[config.mk]
export PLATFORM = sky130hd
export DESIGN_NAME = length_prefixed_text_record_decoder_core
export DESIGN_NICKNAME = d
export VERILOG_FILES = /design/src/rtl/lptrd_pkg.sv /design/src/rtl/lptrd_front.sv /design/src/rtl/lptrd_cmd_fifo.sv /design/src/rtl/lptrd_back.sv /design/src/rtl/length_prefixed_text_record_decoder_core.sv
export SDC_FILE = /design/constraint.sdc
export NUM_CORES = 1
export LEC_CHECK = 0
export BUFFER_PORTS_ARGS = -buffer_cell sky130_fd_sc_hd__buf_2
export CAP_MARGIN = 20
export CORE_UTILIZATION = 55
export DETAILED_ROUTE_END_ITERATION = 10
export PLACE_DENSITY = 0.83
export SYNTH_ARGS = -nofsm -noshare
export SYNTH_HDL_FRONTEND = slang
export SYNTH_SLANG_ARGS = --single-unit
[constraint.sdc]
create_clock -name clk -period 4.6 [get_ports clk]
set_input_delay 0.69 -clock clk [delete_from_list [all_inputs] [get_ports clk]]
set_output_delay 0.69 -clock clk [all_outputs]
set_load 0.02 [all_outputs]
[src/rtl/lptrd_pkg.sv]
// Shared types and constants for the length-prefixed text record decoder.
// Holds the command format passed from the front end to the output sequencer.
// No dependencies.
package lptrd_pkg;

    localparam logic [15:0] MAGIC_MZ = 16'h5A4D;
    localparam logic [15:0] MAGIC_ZM = 16'h4D5A;

    localparam logic [16:0] PARA_LO_POS = 17'h00008;
    localparam logic [16:0] PARA_HI_POS = 17'h00009;
    localparam logic [16:0] SIG_OFS     = 17'h00127;
    localparam logic [16:0] DATA_OFS    = 17'h001B5;
    localparam logic [16:0] SIG_LEN     = 17'd14;
    localparam logic [16:0] POS_MAX     = 17'h1FFFF;

    localparam logic [7:0] CHR_TAB   = 8'h09;
    localparam logic [7:0] CHR_SPACE = 8'h20;
    localparam logic [7:0] CHR_CR    = 8'h0D;
    localparam logic [7:0] CHR_LF    = 8'h0A;
    localparam logic [7:0] CHR_EOF   = 8'h1A;

    localparam logic [3:0] TAB_WIDTH = 4'd8;

    localparam logic [1:0] ST_TEXT   = 2'd0;
    localparam logic [1:0] ST_TRUNC  = 2'd1;
    localparam logic [1:0] ST_BADSIG = 2'd2;

    // One request from the front end: a run of main beats, then optional
    // CR LF, then optional end-of-file marker.
    typedef struct packed {
        logic [3:0] main_cnt;
        logic [7:0] main_byte;
        logic [1:0] status;
        logic       main_last;
        logic       crlf;
        logic       eof_mark;
    } cmd_t;

    function automatic logic [7:0] sig_byte(input logic [3:0] idx);
        logic [7:0] b;
        case (idx)
            4'd0:    b = 8'h41;
            4'd1:    b = 8'h53;
            4'd2:    b = 8'h43;
            4'd3:    b = 8'h32;
            4'd4:    b = 8'h43;
            4'd5:    b = 8'h4F;
            4'd6:    b = 8'h4D;
            4'd7:    b = 8'h20;
            4'd8:    b = 8'h20;
            4'd9:    b = 8'h56;
            4'd10:   b = 8'h31;
            4'd11:   b = 8'h2E;
            4'd12:   b = 8'h37;
            4'd13:   b = 8'h35;
            default: b = 8'h00;
        endcase
        return b;
    endfunction

endpackage

[src/rtl/lptrd_front.sv]
// Front end: parses the file header, checks the signature and classifies
// each record byte into one output request. Depends on lptrd_pkg.
module lptrd_front
    import lptrd_pkg::*;
(
    input  logic       clk,
    input  logic       rst_n,
    input  logic       accept,
    input  logic [7:0] data_byte,
    input  logic       end_of_stream,
    output logic       push,
    output cmd_t       cmd
);

    typedef enum logic [2:0] {
        PH_MAGIC,
        PH_EXEHDR,
        PH_SIG,
        PH_TODATA,
        PH_COUNT,
        PH_RECORD,
        PH_DONE
    } phase_t;

    phase_t      phase_reg, phase_next;
    logic [16:0] pos_reg, pos_next;
    logic [15:0] header_reg, header_next;
    logic [7:0]  held_reg, held_next;
    logic        sig_good_reg, sig_good_next;
    logic [7:0]  remain_reg, remain_next;

    logic [16:0] sig_start;
    logic [16:0] data_start;
    logic [16:0] sig_idx;
    logic [15:0] word;
    logic [7:0]  remain_dec;
    logic        sig_ok;

    assign sig_start  = {1'b0, header_reg} + SIG_OFS;
    assign data_start = {1'b0, header_reg} + DATA_OFS;
    assign sig_idx    = pos_reg - sig_start;
    assign word       = {data_byte, held_reg};
    assign remain_dec = remain_reg - 8'd1;

    always_comb
    begin
        phase_next    = phase_reg;
        pos_next      = pos_reg;
        header_next   = header_reg;
        held_next     = held_reg;
        sig_good_next = sig_good_reg;
        remain_next   = remain_reg;
        cmd           = '0;
        sig_ok        = sig_good_reg;

        if (accept)
        begin
            if (end_of_stream)
            begin
                case (phase_reg)
                    PH_MAGIC, PH_EXEHDR, PH_SIG:
                    begin
                        cmd.main_cnt  = 4'd1;
                        cmd.status    = ST_TRUNC;
                        cmd.main_last = 1'b1;
                    end
                    PH_RECORD:
                    begin
                        cmd.crlf     = 1'b1;
                        cmd.eof_mark = 1'b1;
                    end
                    PH_TODATA, PH_COUNT:
                        cmd.eof_mark = 1'b1;
                    default: ;
                endcase
                // return to start
                phase_next    = PH_MAGIC;
                pos_next      = '0;
                header_next   = '0;
                held_next     = '0;
                sig_good_next = 1'b1;
                remain_next   = '0;
            end
            else
            begin
                if (pos_reg != POS_MAX)
                    pos_next = pos_reg + 17'd1;

                case (phase_reg)
                    PH_MAGIC:
                    begin
                        if (pos_reg == '0)
                            held_next = data_byte;
                        else if (word == MAGIC_MZ || word == MAGIC_ZM)
                            phase_next = PH_EXEHDR;
                        else
                        begin
                            header_next = '0;
                            phase_next  = PH_SIG;
                        end
                    end
                    PH_EXEHDR:
                    begin
                        if (pos_reg == PARA_LO_POS)
                            held_next = data_byte;
                        else if (pos_reg == PARA_HI_POS)
                        begin
                            // paragraphs to bytes, kept to 16 bits
                            header_next = {data_byte[3:0], held_reg, 4'h0};
                            phase_next  = PH_SIG;
                        end
                    end
                    PH_SIG:
                    begin
                        if (pos_reg >= sig_start)
                        begin
                            if (sig_idx < SIG_LEN && data_byte != sig_byte(sig_idx[3:0]))
                                sig_ok = 1'b0;
                            sig_good_next = sig_ok;
                            if (sig_idx >= SIG_LEN - 17'd1)
                            begin
                                if (sig_ok)
                                    phase_next = PH_TODATA;
                                else
                                begin
                                    cmd.main_cnt  = 4'd1;
                                    cmd.status    = ST_BADSIG;
                                    cmd.main_last = 1'b1;
                                    phase_next    = PH_DONE;
                                end
                            end
                        end
                    end
                    PH_TODATA, PH_COUNT:
                    begin
                        // the first byte at the data start is already a count
                        if (phase_reg == PH_COUNT || pos_reg >= data_start)
                        begin
                            remain_next = data_byte;
                            if (data_byte == 8'd0)
                            begin
                                cmd.crlf   = 1'b1;
                                phase_next = PH_COUNT;
                            end
                            else
                                phase_next = PH_RECORD;
                        end
                    end
                    PH_RECORD:
                    begin
                        if (data_byte == CHR_TAB)
                        begin
                            cmd.main_cnt  = TAB_WIDTH;
                            cmd.main_byte = CHR_SPACE;
                        end
                        else
                        begin
                            cmd.main_cnt  = 4'd1;
                            cmd.main_byte = data_byte;
                        end
                        remain_next = remain_dec;
                        if (remain_dec == 8'd0)
                        begin
                            cmd.crlf   = 1'b1;
                            phase_next = PH_COUNT;
                        end
                    end
                    default: ;
                endcase
            end
        end
    end

    assign push = accept && (cmd.main_cnt != 4'd0 || cmd.crlf || cmd.eof_mark);

    always_ff @(posedge clk or negedge rst_n)
    begin
        if (!rst_n)
        begin
            phase_reg    <= PH_MAGIC;
            pos_reg      <= '0;
            header_reg   <= '0;
            held_reg     <= '0;
            sig_good_reg <= 1'b1;
            remain_reg   <= '0;
        end
        else
        begin
            phase_reg    <= phase_next;
            pos_reg      <= pos_next;
            header_reg   <= header_next;
            held_reg     <= held_next;
            sig_good_reg <= sig_good_next;
            remain_reg   <= remain_next;
        end
    end

`ifndef SYNTH
    // a mismatch report always ends the file
    a_badsig_done: assert property (@(posedge clk) disable iff (!rst_n)
        (push && cmd.status == ST_BADSIG) |=> (phase_reg == PH_DONE))
        else $error("signature mismatch did not close the file");

    a_pos_reset: assert property (@(posedge clk) disable iff (!rst_n)
        (accept && end_of_stream) |=> (pos_reg == '0 && sig_good_reg))
        else $error("end of stream did not return the parser to start");
`endif

endmodule

[src/rtl/lptrd_cmd_fifo.sv]
// Short request queue between the front end and the output sequencer.
// Register-based, one write while not full and one read per cycle. Depends on lptrd_pkg.
module lptrd_cmd_fifo
    import lptrd_pkg::*;
#(
    parameter int DEPTH = 4
)
(
    input  logic clk,
    input  logic rst_n,
    input  logic push,
    input  cmd_t push_cmd,
    output logic full,
    input  logic pop,
    output logic head_valid,
    output cmd_t head_cmd
);

    localparam int PTR_W = (DEPTH > 1) ? $clog2(DEPTH) : 1;
    localparam int CNT_W = $clog2(DEPTH + 1);

    cmd_t             entry_reg [DEPTH];
    logic [PTR_W-1:0] wr_ptr_reg, wr_ptr_next;
    logic [PTR_W-1:0] rd_ptr_reg, rd_ptr_next;
    logic [CNT_W-1:0] count_reg, count_next;
    logic             do_push, do_pop;

    assign full       = (count_reg == CNT_W'(DEPTH));
    assign head_valid = (count_reg != '0);
    assign head_cmd   = entry_reg[rd_ptr_reg];
    assign do_push    = push && !full;
    assign do_pop     = pop && head_valid;

    always_comb
    begin
        wr_ptr_next = wr_ptr_reg;
        rd_ptr_next = rd_ptr_reg;
        count_next  = count_reg;
        if (do_push)
            wr_ptr_next = (wr_ptr_reg == PTR_W'(DEPTH - 1)) ? '0 : wr_ptr_reg + 1'b1;
        if (do_pop)
            rd_ptr_next = (rd_ptr_reg == PTR_W'(DEPTH - 1)) ? '0 : rd_ptr_reg + 1'b1;
        if (do_push && !do_pop)
            count_next = count_reg + 1'b1;
        else if (do_pop && !do_push)
            count_next = count_reg - 1'b1;
    end

    always_ff @(posedge clk or negedge rst_n)
    begin
        if (!rst_n)
        begin
            wr_ptr_reg <= '0;
            rd_ptr_reg <= '0;
            count_reg  <= '0;
        end
        else
        begin
            wr_ptr_reg <= wr_ptr_next;
            rd_ptr_reg <= rd_ptr_next;
            count_reg  <= count_next;
        end
    end

    always_ff @(posedge clk)
    begin
        if (do_push)
            entry_reg[wr_ptr_reg] <= push_cmd;
    end

`ifndef SYNTH
    a_no_overflow: assert property (@(posedge clk) disable iff (!rst_n)
        push |-> !full)
        else $error("request pushed into a full queue");

    a_count_up: assert property (@(posedge clk) disable iff (!rst_n)
        (do_push && !do_pop) |=> (count_reg == $past(count_reg) + 1'b1))
        else $error("queue count out of step with pushes");
`endif

endmodule

[src/rtl/lptrd_back.sv]
// Output sequencer: expands each queued request into result beats
// (main byte run, CR LF, end marker) behind an output register. Depends on lptrd_pkg.
module lptrd_back
    import lptrd_pkg::*;
(
    input  logic        clk,
    input  logic        rst_n,
    input  logic        head_valid,
    input  cmd_t        head_cmd,
    output logic        pop,
    output logic        m_axis_tvalid,
    input  logic        m_axis_tready,
    output logic [7:0]  m_axis_tdata,  // [7:0] out_byte
    output logic [1:0]  m_axis_tuser,  // [1:0] status
    output logic        m_axis_tlast   // last
);

    logic [3:0] beat_reg, beat_next;
    logic       valid_reg, valid_next;
    logic [7:0] byte_reg, byte_next;
    logic [1:0] status_reg, status_next;
    logic       last_reg, last_next;

    logic [3:0] total;
    logic [3:0] tail_idx;
    logic       in_main;
    logic       final_beat;
    logic       advance;

    assign total      = head_cmd.main_cnt + {2'b00, head_cmd.crlf, 1'b0}
                        + {3'b000, head_cmd.eof_mark};
    assign final_beat = (beat_reg == total - 4'd1);
    assign in_main    = (beat_reg < head_cmd.main_cnt);
    assign tail_idx   = beat_reg - head_cmd.main_cnt;
    assign advance    = head_valid && (!valid_reg || m_axis_tready);
    assign pop        = advance && final_beat;

    always_comb
    begin
        beat_next   = beat_reg;
        valid_next  = valid_reg;
        byte_next   = byte_reg;
        status_next = status_reg;
        last_next   = last_reg;

        if (advance)
        begin
            valid_next = 1'b1;
            if (in_main)
            begin
                byte_next   = head_cmd.main_byte;
                status_next = head_cmd.status;
                last_next   = head_cmd.main_last;
            end
            else if (head_cmd.crlf && tail_idx == 4'd0)
            begin
                byte_next   = CHR_CR;
                status_next = ST_TEXT;
                last_next   = 1'b0;
            end
            else if (head_cmd.crlf && tail_idx == 4'd1)
            begin
                byte_next   = CHR_LF;
                status_next = ST_TEXT;
                last_next   = 1'b0;
            end
            else
            begin
                byte_next   = CHR_EOF;
                status_next = ST_TEXT;
                last_next   = 1'b1;
            end
            beat_next = final_beat ? 4'd0 : beat_reg + 4'd1;
        end
        else if (m_axis_tready)
            valid_next = 1'b0;
    end

    always_ff @(posedge clk or negedge rst_n)
    begin
        if (!rst_n)
        begin
            beat_reg  <= '0;
            valid_reg <= 1'b0;
        end
        else
        begin
            beat_reg  <= beat_next;
            valid_reg <= valid_next;
        end
    end

    always_ff @(posedge clk)
    begin
        byte_reg   <= byte_next;
        status_reg <= status_next;
        last_reg   <= last_next;
    end

    assign m_axis_tvalid = valid_reg;
    assign m_axis_tdata  = byte_reg;
    assign m_axis_tuser  = status_reg;
    assign m_axis_tlast  = last_reg;

`ifndef SYNTH
    // the file closes only on an error or on the end marker
    a_last_kind: assert property (@(posedge clk) disable iff (!rst_n)
        (m_axis_tvalid && m_axis_tlast) |->
        (status_reg != ST_TEXT || byte_reg == CHR_EOF))
        else $error("final result is neither an error nor the end marker");

    a_err_zero: assert property (@(posedge clk) disable iff (!rst_n)
        (m_axis_tvalid && status_reg != ST_TEXT) |-> (byte_reg == 8'h00 && m_axis_tlast))
        else $error("error result carries data or is not final");
`endif

endmodule

[src/rtl/length_prefixed_text_record_decoder_core.sv]
// Requests go from the front end through the request queue to the output register.
// Throughput: one input byte per cycle while the request queue has room; the output
// sequencer gives one result per cycle unless the output is stalled, so a tab (eight
// spaces) or a record end (CR LF) holds its queue entry till its results are out.
// Reset (rst_n, asynchronous, active low) clears the parser to the magic check,
// empties the request queue and drops the output valid.
module length_prefixed_text_record_decoder_core
    import lptrd_pkg::*;
#(
    parameter int CMD_DEPTH = 4
)
(
    input  logic        clk,
    input  logic        rst_n,
    input  logic        s_axis_tvalid,
    output logic        s_axis_tready,
    input  logic [7:0]  s_axis_tdata,  // [7:0] data_byte
    input  logic        s_axis_tlast,  // end_of_stream
    output logic        m_axis_tvalid,
    input  logic        m_axis_tready,
    output logic [7:0]  m_axis_tdata,  // [7:0] out_byte
    output logic [1:0]  m_axis_tuser,  // [1:0] status
    output logic        m_axis_tlast   // last
);

    logic accept;
    logic push;
    cmd_t push_cmd;
    logic full;
    logic pop;
    logic head_valid;
    cmd_t head_cmd;

    assign s_axis_tready = !full;
    assign accept        = s_axis_tvalid && s_axis_tready;

    lptrd_front u_front (
        .clk           (clk),
        .rst_n         (rst_n),
        .accept        (accept),
        .data_byte     (s_axis_tdata),
        .end_of_stream (s_axis_tlast),
        .push          (push),
        .cmd           (push_cmd)
    );

    lptrd_cmd_fifo #(
        .DEPTH (CMD_DEPTH)
    ) u_queue (
        .clk        (clk),
        .rst_n      (rst_n),
        .push       (push),
        .push_cmd   (push_cmd),
        .full       (full),
        .pop        (pop),
        .head_valid (head_valid),
        .head_cmd   (head_cmd)
    );

    lptrd_back u_back (
        .clk           (clk),
        .rst_n         (rst_n),
        .head_valid    (head_valid),
        .head_cmd      (head_cmd),
        .pop           (pop),
        .m_axis_tvalid (m_axis_tvalid),
        .m_axis_tready (m_axis_tready),
        .m_axis_tdata  (m_axis_tdata),
        .m_axis_tuser  (m_axis_tuser),
        .m_axis_tlast  (m_axis_tlast)
    );

endmodule

---- Word-level counts from Yosys, hierarchy flattened ----
Memory sizes are Yosys's and may differ from the RTL's.
Cells that the tools add are included.
Widths: inputs -> output; s select.
word-level totals
  register bits after elaboration ......... 76
  memory bits (writable) .................. 68
  ROM bits ................................ 112
  bits of input ports ..................... 13
  output and inout port bits .............. 13
  word-level logic and storage cells ...... 183
  memories kept ........................... 2
memories
  name               words  width  read ports  clocked after Yosys merged registers in  wr ports  line                  source
  (name not given)   16     7      1           0                                        0         lptrd_pkg.sv:41       case (idx)
  u_queue.entry_reg  4      17     1           0                                        1         lptrd_cmd_fifo.sv:22  cmd_t entry_reg [DEPTH];
operators by class
  add/subtract/negate cells ............... 14
  magnitude comparators ................... 5
  equality and inequality tests ........... 27
  multiplexer cells ....................... 77
  reduce and logical (&&, ||, !) cells .... 44
operators by type and width
  cell                   count
  $mux 8                 13
  $mux 16                5
  $mux 17                3
  $mux 3                 15
  $add 16x9->17 const B  2
  $eq 17x4->1 const B    2
  $ge 17x17->1           2
  $eq 16x15->1 const B   2
  $pmux 16 s2            1
  $pmux 8 s2             2
  $mux 1                 24
  $ne 3x2->1 const B     7
  $mux 4                 5
  $add 17x1->17 const B  1
  $ge 17x4->1 const B    1
  $logic_not 17->1       1
  $lt 17x4->1 const B    1
  $ne 17x17->1 const B   1
  $sub 17x17->17         1
  $logic_not 8->1        2
  $pmux 3 s5             1
  $mux 12                1
  $logic_and 1x1->1      11
  $reduce_bool 2->1      5
  other kinds (37)       58

---- Longest topological paths before layout ----
An unclocked memory read counts as a cell.
  depth after elaboration ................. 29
  mapped depth ............................ 22

---- Cells and area by module ----
A second synthesis with hierarchy kept.
unflattened totals
  cells, all modules ...................... 856
  area, all modules ....................... 8908.5 µm²
modules (own cells, without submodules)
  module                                    times used  cells each  area each (µm²)
  lptrd_front                               1           641         4962.3
  lptrd_cmd_fifo                            1           126         2969.1
  lptrd_back                                1           87          967.2
  length_prefixed_text_record_decoder_core  1           2           10.0

---- Worst setup path before layout ----
No wires, ideal clock.
  path kind ............................... flip-flop to flip-flop
  from .................................... register u_front.header_reg[7]
  to ...................................... register u_queue.count_reg[2]
  library setup time ...................... 0.079 ns
  arrival ................................. 4.546 ns
  data required time ...................... 4.521 ns
  path slack .............................. -0.025 ns
  cell stages (with the launch flop) ...... 22
  buffers on the path ..................... 1
  clock period less this slack ............ 4.625 ns
  cells stage by stage .................... dfrtp_1 > clkbuf_1 > inv_1 > nor3_1 > nor2_1 > nor2_1 > nand3_1 > xnor2_1 > ha_1 > or3_1 > o22ai_1 > mux2i_1 > nand4b_1 > or4_4 > o41ai_2 > a311o_2 > ha_1 > inv_1 > fa_1 > xor2_1 > nor2_1 > xor2_1
on the way
  longest elaborated chain between the ends .. 23
  elaborated cells between the ends (all ways) .. 33
  those cells by class .................... 3 x add/sub; 4 x order compare; 15 x mux; 11 x reduce/logical
RTL lines
  item                                line                  source
  start: declaration                  lptrd_front.sv:27     logic [15:0] header_reg, header_next;
  start signal: assignment            lptrd_front.sv:191    header_reg <= header_next;
  $add 16x9->17                       lptrd_front.sv:39     assign sig_start = {1'b0, header_reg} + SIG_OFS;
  $sub 17x17->17                      lptrd_front.sv:41     assign sig_idx = pos_reg - sig_start;
  $lt 17x4->1                         lptrd_front.sv:117    if (sig_idx < SIG_LEN && data_byte != sig_byte(sig_idx[3:0]))
  $logic_and 1x1->1                   lptrd_front.sv:117
  $mux 1                              lptrd_front.sv:117
  $mux 1                              lptrd_front.sv:115    if (pos_reg >= sig_start)
  $mux 1                              lptrd_front.sv:89     case (phase_reg)
  $mux 1                              lptrd_front.sv:58     if (end_of_stream)
  (+7 left out)                       n/a
  $reduce_bool 4->1                   lptrd_front.sv:174    assign push = accept && (cmd.main_cnt != 4'd0 || cmd.crlf || cmd.eof_mark);
  $logic_or 1x1->1 (*) (2 in series)  lptrd_front.sv:174
  $logic_and 1x1->1 (*)               lptrd_front.sv:174
  $logic_and 1x1->1 (*)               lptrd_cmd_fifo.sv:31  assign do_push = push && !full;
  named net u_queue.do_push           lptrd_cmd_fifo.sv:26  logic do_push, do_pop;
  $logic_not 1->1                     lptrd_cmd_fifo.sv:45  else if (do_pop && !do_push)
  $logic_and 1x1->1                   lptrd_cmd_fifo.sv:45
  $reduce_bool 2->1 (no source line)  n/a
  end signal: assignment              lptrd_cmd_fifo.sv:61  count_reg <= count_next;
  end: declaration                    lptrd_cmd_fifo.sv:25  logic [CNT_W-1:0] count_reg, count_next;
The timed path passes the listed nets; every way through them passes the cells marked *. The select of a mux whose other input is x is not followed.
A chain may end at the register's enable or synchronous reset.

---- Worst setup path after layout ----
  from .................................... register u_front.header_reg[6]
  to ...................................... register u_queue.count_reg[1]
on the way
  elaborated cells between the ends (all ways) .. 33
  those cells by class .................... 3 x add/sub; 4 x order compare; 15 x mux; 11 x reduce/logical
RTL lines
  item                                line                  source
  $add 16x9->17                       lptrd_front.sv:39
  $sub 17x17->17                      lptrd_front.sv:41
  $lt 17x4->1                         lptrd_front.sv:117
  $logic_and 1x1->1                   lptrd_front.sv:117
  $mux 1                              lptrd_front.sv:117
  $mux 1                              lptrd_front.sv:115
  $mux 1                              lptrd_front.sv:89
  $mux 1                              lptrd_front.sv:58
  (+7 left out)                       n/a
  $reduce_bool 4->1                   lptrd_front.sv:174
  $logic_or 1x1->1 (*) (2 in series)  lptrd_front.sv:174
  $logic_and 1x1->1 (*)               lptrd_front.sv:174
  $logic_and 1x1->1 (*)               lptrd_cmd_fifo.sv:31
  named net u_queue.do_push           lptrd_cmd_fifo.sv:26
  $logic_and 1x1->1 (*)               lptrd_cmd_fifo.sv:43  if (do_push && !do_pop)
  $mux 3 (*)                          lptrd_cmd_fifo.sv:43
  named net u_queue.count_next[1]     lptrd_cmd_fifo.sv:25
Marked as above.

==> flow_summary.ini <==
[finish]
drive_gt1_share_pct = 19.4
fin_nets = 956
largest_reg_flops = 60
post-route-cell-area_mm2 = 0.00976
utilization_pct = 66.1
nFillCells = 1089
antennaDiodeCount = 0
fin_cells = 1088
area_growth_pct = 15.4

[logic_synthesis]
synthFlopType = edfxtp_1
syn_area_mm2 = 0.00845
yosysWarnings = 0
synth_area_leaders = edfxtp_1 25%, dfrtp_1 18%, ha_1 7.5%, mux4_2 4.0%, o21ai_0 3.6%
syn_inst = 844
seq_area_frac_synth_pct = 43.3
asyncSetResetFlopFracSynth_pct = 46.2
synth_top_area_share_pct = 25.2
synth_area_leader_cell = edfxtp_1
synth-edff-count = 71
syn_avg_cell_area_um2 = 10.0
syn_nets = 909
ys_seq_elements = 132
yosysUniqueCellTypes = 77

[drt]
num_vias = 7066
drt_first_iter_violations = 764
drt_pass1_iterations = 5
drt-wirelength-per-cell_um = 19.4
antenna_left = 0
drcViolationCount = 0
routed_wl_mm = 21.1
viasPerCell = 6.49

[setup_path]
startpoint = u_front.header_reg[6]
r2r_setup_slack_ps = 50
crit_type = reg2reg
crit_end = u_queue.count_reg[1]
ff2ff_path_depth = 17
worstPathRequired_ps = 4910
endpoint_kind = flop
r2r-end = u_queue.count_reg[1]
critPathLaunchType = flop
crit_arrival_ps = 4850
reg2reg_from = u_front.header_reg[6]
crit_fanout = 10

[pwr]
p_leak_nw = 4.04
total_power_mw = 4.86
ir_worst_vdd_uv = 308
p_clk_share_pct = 26.9
power_frac_comb_pct = 36.2
power.density_mw_per_mm2 = 499
swShare_pct = 36.8
power.share.sequential_pct = 37.0
p_switching_mw = 1.79
intPower_mw = 3.07

[die]
ios = 26
core_area_mm2 = 0.0148
start_util_pct = 57.3
die_w_um = 126
num_rows = 44
dieArea_mm2 = 0.0159
fp.dieH_um = 126

[sta]
rsz0062_at_grt = yes
min_period_over_period_pct = 98.8
fmax_ghz = 0.220
period_needed_ps = 4550
tightest_slew_ps = 963
maxSlewHeadroom_pct = 35.5
setup_viol = 0
hold_viol = 0
skew_ps = 11.2
maxSlewViolCount = 0

[global_route]
grt_max_degree = 45
grt_use_total_pct = 27.3
grt_pass1_vias = 6513
grt_antenna_before_repair = 0
grt_pass1_wl_mm = 33.8
gr-total-overflow = 0

[clock_network]
cts_tree = yes
cts_sinks = 132
insertion_delay_ps = 420
cts_root_buffer = clkbuf_16
cts.clk_slew.worst_paths_ps = 60
clock_path_buffers = 2
cts_buffers = 17
h-tree-depth = 4

[placed_design]
gp_congestion = 0.983
dp.cells = 1045
hpwl_mm = 14.4
dpl-instance-area_mm2 = 0.00895
io_buffers = 25

[run_status]
status = completed

[hold_path]
min_path_type = in2async

[flow_run]
max_cap_violations = 0
## worst max-delay path, stage by stage, from the launching register on
cell      delay, ps
dfrtp_1         440
ha_1            250
a21oi_2         190
nor2_1          110
xnor2_1         280
ha_4            290
a211o_1         290
a21oi_2         160
o22ai_1         100
nand4b_1        170
or4_4           540
nor3_4          230
nand2_2          80
a311o_2         390
ha_2            190
inv_1            60
fa_1            400
mux2_2          270
## worst min path at each step
stage / start / end / depth (start not counted)
after floorplan: rst_n / u_back.beat_reg[0] / 0
after global placement: u_back.m_axis_tvalid / u_back.m_axis_tvalid / 2
after detailed placement: u_back.m_axis_tvalid / u_back.m_axis_tvalid / 2
after CTS: rst_n / u_back.m_axis_tvalid / 1
after global routing: rst_n / u_back.m_axis_tvalid / 1
final: rst_n / u_back.m_axis_tvalid / 1
## cells in the final DEF (no fill, tap or decap), drive strengths merged, types with 9 or more instances in the layout
cell / synthesis / routed
buf: 16 / 75
edfxtp: 71 / 71
nor2: 63 / 63
o21ai: 63 / 63
dfrtp: 60 / 60
inv: 50 / 57
nand2: 54 / 54
ha: 51 / 51
a21oi: 39 / 39
nand3: 34 / 34
xnor2: 25 / 25
nor3: 23 / 23
xor2: 18 / 18
clkbuf: 32 / 18
mux4: 15 / 15
nor4: 15 / 15
nand4: 14 / 14
a21o: 13 / 13
and2: 12 / 12
or3: 11 / 11
nor2b: 10 / 10
o41ai: 9 / 9
mux2: 9 / 9
a211oi: 9 / 9
## kinds of logic after synthesis
group                      after synthesis  share of synthesized area (%)
and+or+nand+nor                        281                           17.3
AOI/OAI and AO/OA                      205                           15.9
DFF                                    132                           43.3
buffers and inverters                   98                           4.87
adders and majority gates               53                           7.90
xor gates and xnor gates                43                           4.46
muxes                                   32                           6.23
## what timing repair did
item | in CTS | in global routing
setup endpoints to repair | 1 | 70
hold buffers | 0 | 0
buffers inserted | 0 | 10
pin swaps | 0 | 18
gates resized for setup | 1 | 36
## per-layer routing
| layer | track usage, % | part of all wire [%] |
|---|---|---|
| met1 | 35.6 | 41 |
| met2 | 44.3 | 49 |
| met3 | 5.06 | 6.6 |
| met4 | 12.7 | 4.0 |
| met5 | 0 | 0 |
## power groups by stage
stage / logic [mW] / clock network, mW / registers [mW]
finish: 1.76 / 1.31 / 1.80
global route: 1.93 / 1.37 / 1.84
CTS: 1.71 / 1.32 / 1.80
detailed placement: 1.67 / 0 / 1.81
global placement: 1.62 / 0 / 1.80
floorplan: 1.30 / 0 / 1.74
## cell type report
class	instances	area (µm²)	share of cell area, %
multi-input cells	614	4550	46.6
inverters	50	188	1.92
well taps	184	230	2.36
flip-flops and latches	132	3660	37.5
clock inverters	15	144	1.47
repair buffers	76	558	5.72
clock buffers	17	425	4.36
## cell usage after synthesis, types with 8 or more instances
cell type,count
a211oi_1,8
a21o_1,13
a21oi_1,39
and2_1,12
buf_2,8
clkbuf_1,32
dfrtp_1,60
edfxtp_1,71
ha_1,51
inv_1,50
mux2i_1,8
mux4_2,15
nand2_1,54
nand2b_1,8
nand3_1,34
nand4_1,14
nor2_1,63
nor2b_1,10
nor3_1,22
nor4_1,15
o21a_1,8
o21ai_0,61
o31ai_1,8
o41ai_1,8
or3_1,11
xnor2_1,25
xor2_1,18
## per-stage QoR
| stage | hold slack [ps] | setup WS [ps] | TNS [ps] |
|---|---|---|---|
| 2_1_floorplan | 394 | 13.7 | 0 |
| 5_1_grt | 230 | -165 | -252 |
| 3_3_place_gp | 473 | 172 | 0 |
| 4_1_cts | 198 | 2.01 | 0 |
| 6_report | 195 | 53.8 | 0 |
| 3_5_place_dp | 486 | -10.5 | -10.5 |
No activity file was read; power rests on OpenSTA's default activity.
